===== config.mk =====
export PLATFORM = sky130hd
export DESIGN_NAME = dcs_ctrl
export DESIGN_NICKNAME = d
export VERILOG_FILES = /design/src/sv/dcs_pkg.sv /design/src/sv/dcs_ctrl.sv
export SDC_FILE = /design/constraint.sdc
export NUM_CORES = 1
export LEC_CHECK = 0
export CAP_MARGIN = 20
export CORE_AREA = 4 4 41 43
export CTS_CLUSTER_DIAMETER = 200
export DETAILED_ROUTE_END_ITERATION = 8
export DIE_AREA = 0 0 45 47
export DONT_BUFFER_PORTS = 1
export PLACE_DENSITY_LB_ADDON = 0.05
export REMOVE_ABC_BUFFERS = 1
export SLEW_MARGIN = 20
export SYNTH_ARGS = -nofsm -noshare
export SYNTH_HDL_FRONTEND = slang
export SYNTH_SLANG_ARGS = --single-unit

===== constraint.sdc =====
create_clock -name clk -period 2.51 [get_ports clk]
set_input_delay 0.251 -clock clk [delete_from_list [all_inputs] [get_ports clk]]
set_output_delay 0.251 -clock clk [all_outputs]
set_load 0.005 [all_outputs]

===== src/sv/dcs_pkg.sv =====
// Shared types, opcodes and constants for the dynamic capacity stack.
package dcs_pkg;

    localparam int DCS_DEPTH        = 1024;
    localparam int DCS_RESET_CAP    = 4;
    localparam int DCS_WORD_W       = 32;
    localparam int DCS_OPCODE_W     = 3;

    typedef enum logic [DCS_OPCODE_W-1:0] {
        OP_PUSH     = 3'd0,
        OP_POP      = 3'd1,
        OP_PEEK     = 3'd2,
        OP_READ     = 3'd3,
        OP_CONTAINS = 3'd4,
        OP_CLEAR    = 3'd5
    } op_t;

    typedef enum logic [1:0] {
        ST_IDLE,
        ST_EXEC,
        ST_SCAN,
        ST_RESP
    } state_t;

    // Commands from the controller to the datapath.
    typedef struct packed {
        logic load;
        logic exec;
        logic scan;
    } dcs_cmd_t;

endpackage


===== src/sv/dcs_ctrl.sv =====
// Controller state machine that sequences request execution and the search walk.
module dcs_ctrl
    import dcs_pkg::*;
(
    input  logic                    clk,
    input  logic                    rst_n,
    input  logic                    start,
    input  logic [DCS_OPCODE_W-1:0] opcode,
    input  logic                    scan_done,
    output logic                    busy,
    output logic                    done,
    output dcs_cmd_t                cmd
);

    state_t state_reg;
    state_t state_next;
    logic   accept;

    assign accept = start && !busy;

    always_ff @(posedge clk or negedge rst_n)
    begin
        if (!rst_n)
        begin
            state_reg <= ST_IDLE;
        end
        else
        begin
            state_reg <= state_next;
        end
    end

    always_comb
    begin
        state_next = state_reg;
        unique case (state_reg)
            ST_IDLE, ST_RESP:
            begin
                if (start)
                begin
                    state_next = (opcode == OP_CONTAINS) ? ST_SCAN : ST_EXEC;
                end
                else
                begin
                    state_next = ST_IDLE;
                end
            end
            ST_EXEC:
            begin
                state_next = ST_RESP;
            end
            ST_SCAN:
            begin
                if (scan_done)
                begin
                    state_next = ST_RESP;
                end
            end
            default:
            begin
                state_next = ST_IDLE;
            end
        endcase
    end

    always_comb
    begin
        busy     = 1'b0;
        done     = 1'b0;
        cmd.exec = 1'b0;
        cmd.scan = 1'b0;
        unique case (state_reg)
            ST_IDLE:
            begin
            end
            ST_EXEC:
            begin
                busy     = 1'b1;
                cmd.exec = 1'b1;
            end
            ST_SCAN:
            begin
                busy     = 1'b1;
                cmd.scan = 1'b1;
            end
            ST_RESP:
            begin
                done = 1'b1;
            end
            default:
            begin
            end
        endcase
        cmd.load = accept;
    end

endmodule


======== Word-level counts from Yosys, hierarchy flattened ========
Cells that the tools add are included.
operators by class
  reduce and logical (&&, ||, !) cells .... 5
  eq/ne operators ......................... 5
  muxes and demuxes ....................... 8
operators with widths
  operator                                                               number
  2-bit 2-to-1 mux                                                       3
  2-bit case mux with 3 select lines                                     1
  2-bit equality test, second input constant                             2
  1-bit 2-to-1 mux                                                       4
  2-bit OR reduction                                                     2
  3-bit equality test, second input constant                             1
  2-bit by 1-bit equality test with 1-bit output, second input constant  1
  2-bit logical NOT                                                      1
  2-bit inequality test, second input constant                           1
  1-bit logical AND                                                      1
  1-bit logical NOT                                                      1
word-level totals
  output and inout bits ................... 5
  word-level logic and storage cells ...... 19
  bits in registers ....................... 2
  bits of input ports ..................... 7

======== Depth between registers and ports, before layout ========
  depth in word-level cells ............... 5
  gate-level depth with buffers ........... 5
  gate-level depth less buffers ........... 5

======== Worst setup path before layout ========
No wires, ideal clock.
  path type ............................... flip-flop to output port
  start ................................... register state_reg[0]
  end ..................................... output port cmd[2] in the netlist's numbering
  setup slack ............................. 1.290 ns
  path buffers ............................ 1
  arrival time ............................ 0.969 ns
  cell stages (with the launch flop) ...... 5
  data required time ...................... 2.259 ns
  cells stage by stage .................... dfrtp_1 > inv_1 > ha_1 > and2_1 > buf_4
on the way
  longest elaborated chain between the ends .. 5
  elaborated cells on any way between the ends .. 6
  those cells by class .................... eq/ne: 2; mux: 1; reduce/logical: 3
ends and longest elaborated chain
  what                                                                                          RTL line        RTL
  from (decl)                                                                                   dcs_ctrl.sv:15  state_t state_reg;
  from (signal assigned)                                                                        dcs_ctrl.sv:29  state_reg <= state_next;
  2-bit equality test / 2-bit by 1-bit equality test with 1-bit output (equally long branches)  dcs_ctrl.sv:72  unique case (state_reg)
  2-bit OR reduction (no line) *                                                                --
  1-bit 2-to-1 mux *                                                                            dcs_ctrl.sv:72
  1-bit logical NOT *                                                                           dcs_ctrl.sv:19  assign accept = start && !busy;
  1-bit logical AND *                                                                           dcs_ctrl.sv:19
  to (decl)                                                                                     dcs_ctrl.sv:12  output dcs_cmd_t cmd
Mark *: on every way between the ends. The rest lies on a longest branch, timed or not.

==> flow_metrics.env <==
export IMPL_worstSkewPairLatency_ps=220
export IMPL_design_area_um2=201
export IMPL_holdWs_ps=264
export IMPL_path_max_fanout=4
export IMPL_finClkSkew_ps=2.55
export IMPL_grt_pass1_wl_um=593
export IMPL_final_fill_count=154
export IMPL_cts_root_buf="clkbuf_4"
export IMPL_gp_congestion=0.626
export IMPL_die_h_um=47
export IMPL_track_usage_pct=4.58
export IMPL_placed_cell_area_um2=169
export IMPL_areaGrowthSynthToFinish_pct=27.8
export IMPL_min_period_ps=1410
export IMPL_grt_pass1_vias=137
export IMPL_synth_area_um2=158
export IMPL_first_pass_iters=3
export IMPL_ff2ff_setup_slack_ps=1280
export IMPL_start_util_pct=12.1
export IMPL_htree_levels=1
export IMPL_slowest_delay_ps=400
export IMPL_status="complete, no violations"
export IMPL_synth_area_leaders="dfrtp_1 (32%), ha_1 (24%), inv_1 (7.1%), o22a_1 (5.6%), a21boi_0 (4.8%)"
export IMPL_avgSynthCellArea_um2=8.76
export IMPL_cts_tree="built"
export IMPL_worst_pin_slew_ps=186
export IMPL_wirelength_um=380
export IMPL_ys_ff_latch=2
export IMPL_r2r_end="state_reg[1]"
export IMPL_ys_seq_area_share_pct=31.7
export IMPL_hold_viol=0
export IMPL_yosys_warnings=0
export IMPL_largest_register_ffs=2
export IMPL_cp_slowest_cell="dfrtp_1"
export IMPL_drt_iter0_drc=2
export IMPL_port_buffers=0
export IMPL_irDropWorstVdd_uv=217
export IMPL_ios=12
export IMPL_synth_distinct_cells=12
export IMPL_cap_violations=0
export IMPL_arrival_ps=1160
export IMPL_post_route_period_util_pct=56.1
export IMPL_leakagePower_nw=0.100
export IMPL_p_per_area_nw_per_um2=1230
export IMPL_syn_inst=18
export IMPL_vias=120
export IMPL_startpoint_type="flip-flop"
export IMPL_worst_setup_path_end_kind="output port"
export IMPL_cts_clk_slew_worst_paths_ps=30
export IMPL_hold_path_class="in -> async"
export IMPL_holdBufCountCts=1
export IMPL_cts_buffers=3
export IMPL_wl_per_cell_um=10.6
export IMPL_crit_chain="inv_1, ha_1, and2_1"
export IMPL_yosys_area_top_type="dfrtp_1"
export IMPL_cp_top_family="flip-flops"
export IMPL_post_cts_buffers=0
export IMPL_cts_path_max_buffers=2
export IMPL_reg2reg_from="state_reg[0]"
export IMPL_critical_path_class="reg -> out"
export IMPL_drive_above_1_share_pct=14.3
export IMPL_r2r_cells=5
export IMPL_setup_viol=0
export IMPL_synth_top_area_share_pct=31.7
export IMPL_nNetsFinal=33
export IMPL_dieArea_um2=2120
export IMPL_n_antenna_cell=0
export IMPL_std_cell_rows=13
export IMPL_drv_slew=0
export IMPL_critPathBufInv=1
export IMPL_rsz0062_at_grt="false"
export IMPL_fmax_mhz=710
export IMPL_dieWidth_um=45
export IMPL_ant_nets=0
export IMPL_grt_max_degree=5
export IMPL_worstPathRequired_ps=2260
export IMPL_finalPower_mw=0.248
export IMPL_relSlewSlack_pct=87.5
export IMPL_antenna_found_initial=0
export IMPL_avgViaCountPerCell=3.33
export IMPL_grt_overflow_total=0
export IMPL_fin_setup_tns_ps=0
export IMPL_route_detailed_drc=0
export IMPL_cts_repair_resized=0
export IMPL_core_area_um2=1300
export IMPL_cts_sinks=2
Yosys cell counts:
| cell | number |
|---|---|
| nand2_1 | 1 |
| a21boi_0 | 1 |
| nor2_1 | 2 |
| nand2b_1 | 1 |
| buf_4 | 1 |
| dfrtp_1 | 2 |
| a31oi_1 | 1 |
| a21oi_1 | 1 |
| and2_1 | 1 |
| inv_1 | 3 |
| o22a_1 | 1 |
| ha_1 | 3 |
stage by stage:
step | setup WS, ps | utilization, % | std cells
4_1_cts | 1070 | 15.5 | 36
5_1_grt | 1020 | 15.5 | 36
2_1_floorplan | 1400 | - | 17
6_report | 1100 | 15.5 | 36
3_3_place_gp | 1280 | 13.0 | 32
3_5_place_dp | 1280 | 13.0 | 32
how the worst max path moves through the flow:
stage	slack (ps)	from	depth (start not counted)	endpoint
finish	1100	state_reg[0]	3	cmd[2]
detailed placement	1280	state_reg[0]	5	state_reg[0]
global placement	1280	state_reg[0]	5	state_reg[0]
CTS	1070	state_reg[0]	3	cmd[2]
global route	1020	state_reg[0]	3	cmd[2]
floorplan	1400	state_reg[0]	3	cmd[2]
report_power, final:
group / leakage, nW / switching [mW] / total (mW) / internal [mW]
Combinational: 0.0645 / 0.0637 / 0.112 / 0.0478
Clock: 0.0138 / 0.0164 / 0.0690 / 0.0526
Sequential: 0.0219 / 0.0190 / 0.0677 / 0.0487
layer usage:
| layer | vias up | GRT usage, % | share of wire, % |
|---|---|---|---|
| met4 | 0 | 5.26 | 0 |
| met3 | 0 | 2.68 | 16 |
| met2 | 9 | 5.37 | 43 |
| li1 | 63 | - | - |
| met1 | 48 | 5.22 | 42 |
| met5 | - | 0 | 0 |
cell usage in the layout, fill, tap and decap left out:
cell type	count
ha_1	3
a21oi_1	1
nand2_1	1
a21boi_0	1
dfrtp_1	2
dlygate4sd3_1	1
o22a_1	1
a31oi_1	1
clkbuf_4	3
and2_1	1
nand2b_1	1
inv_1	3
nor2_1	2
cell type report:
cell class / count / area, um^2 / area share, %
repair buffers: 1 / 10.0 / 4.97
clock buffers: 3 / 22.5 / 11.2
flip-flops and latches: 2 / 50.0 / 24.8
well taps: 15 / 18.8 / 9.32
multi-input cells: 12 / 88.8 / 44.1
inverters: 3 / 11.3 / 5.59
cells by family (layout without fill, tap and decap cells):
| family | Yosys count | in the layout | synth area share, % |
|---|---|---|---|
| buffers and inverters | 4 | 7 | 11.9 |
| AND/OR/NAND/NOR | 5 | 5 | 15.1 |
| AO/OA/AOI/OAI | 4 | 4 | 17.5 |
| adder cells (fa/ha/maj) | 3 | 3 | 23.8 |
| flip-flops | 2 | 2 | 31.7 |
No activity file was read; power rests on OpenSTA's default activity.
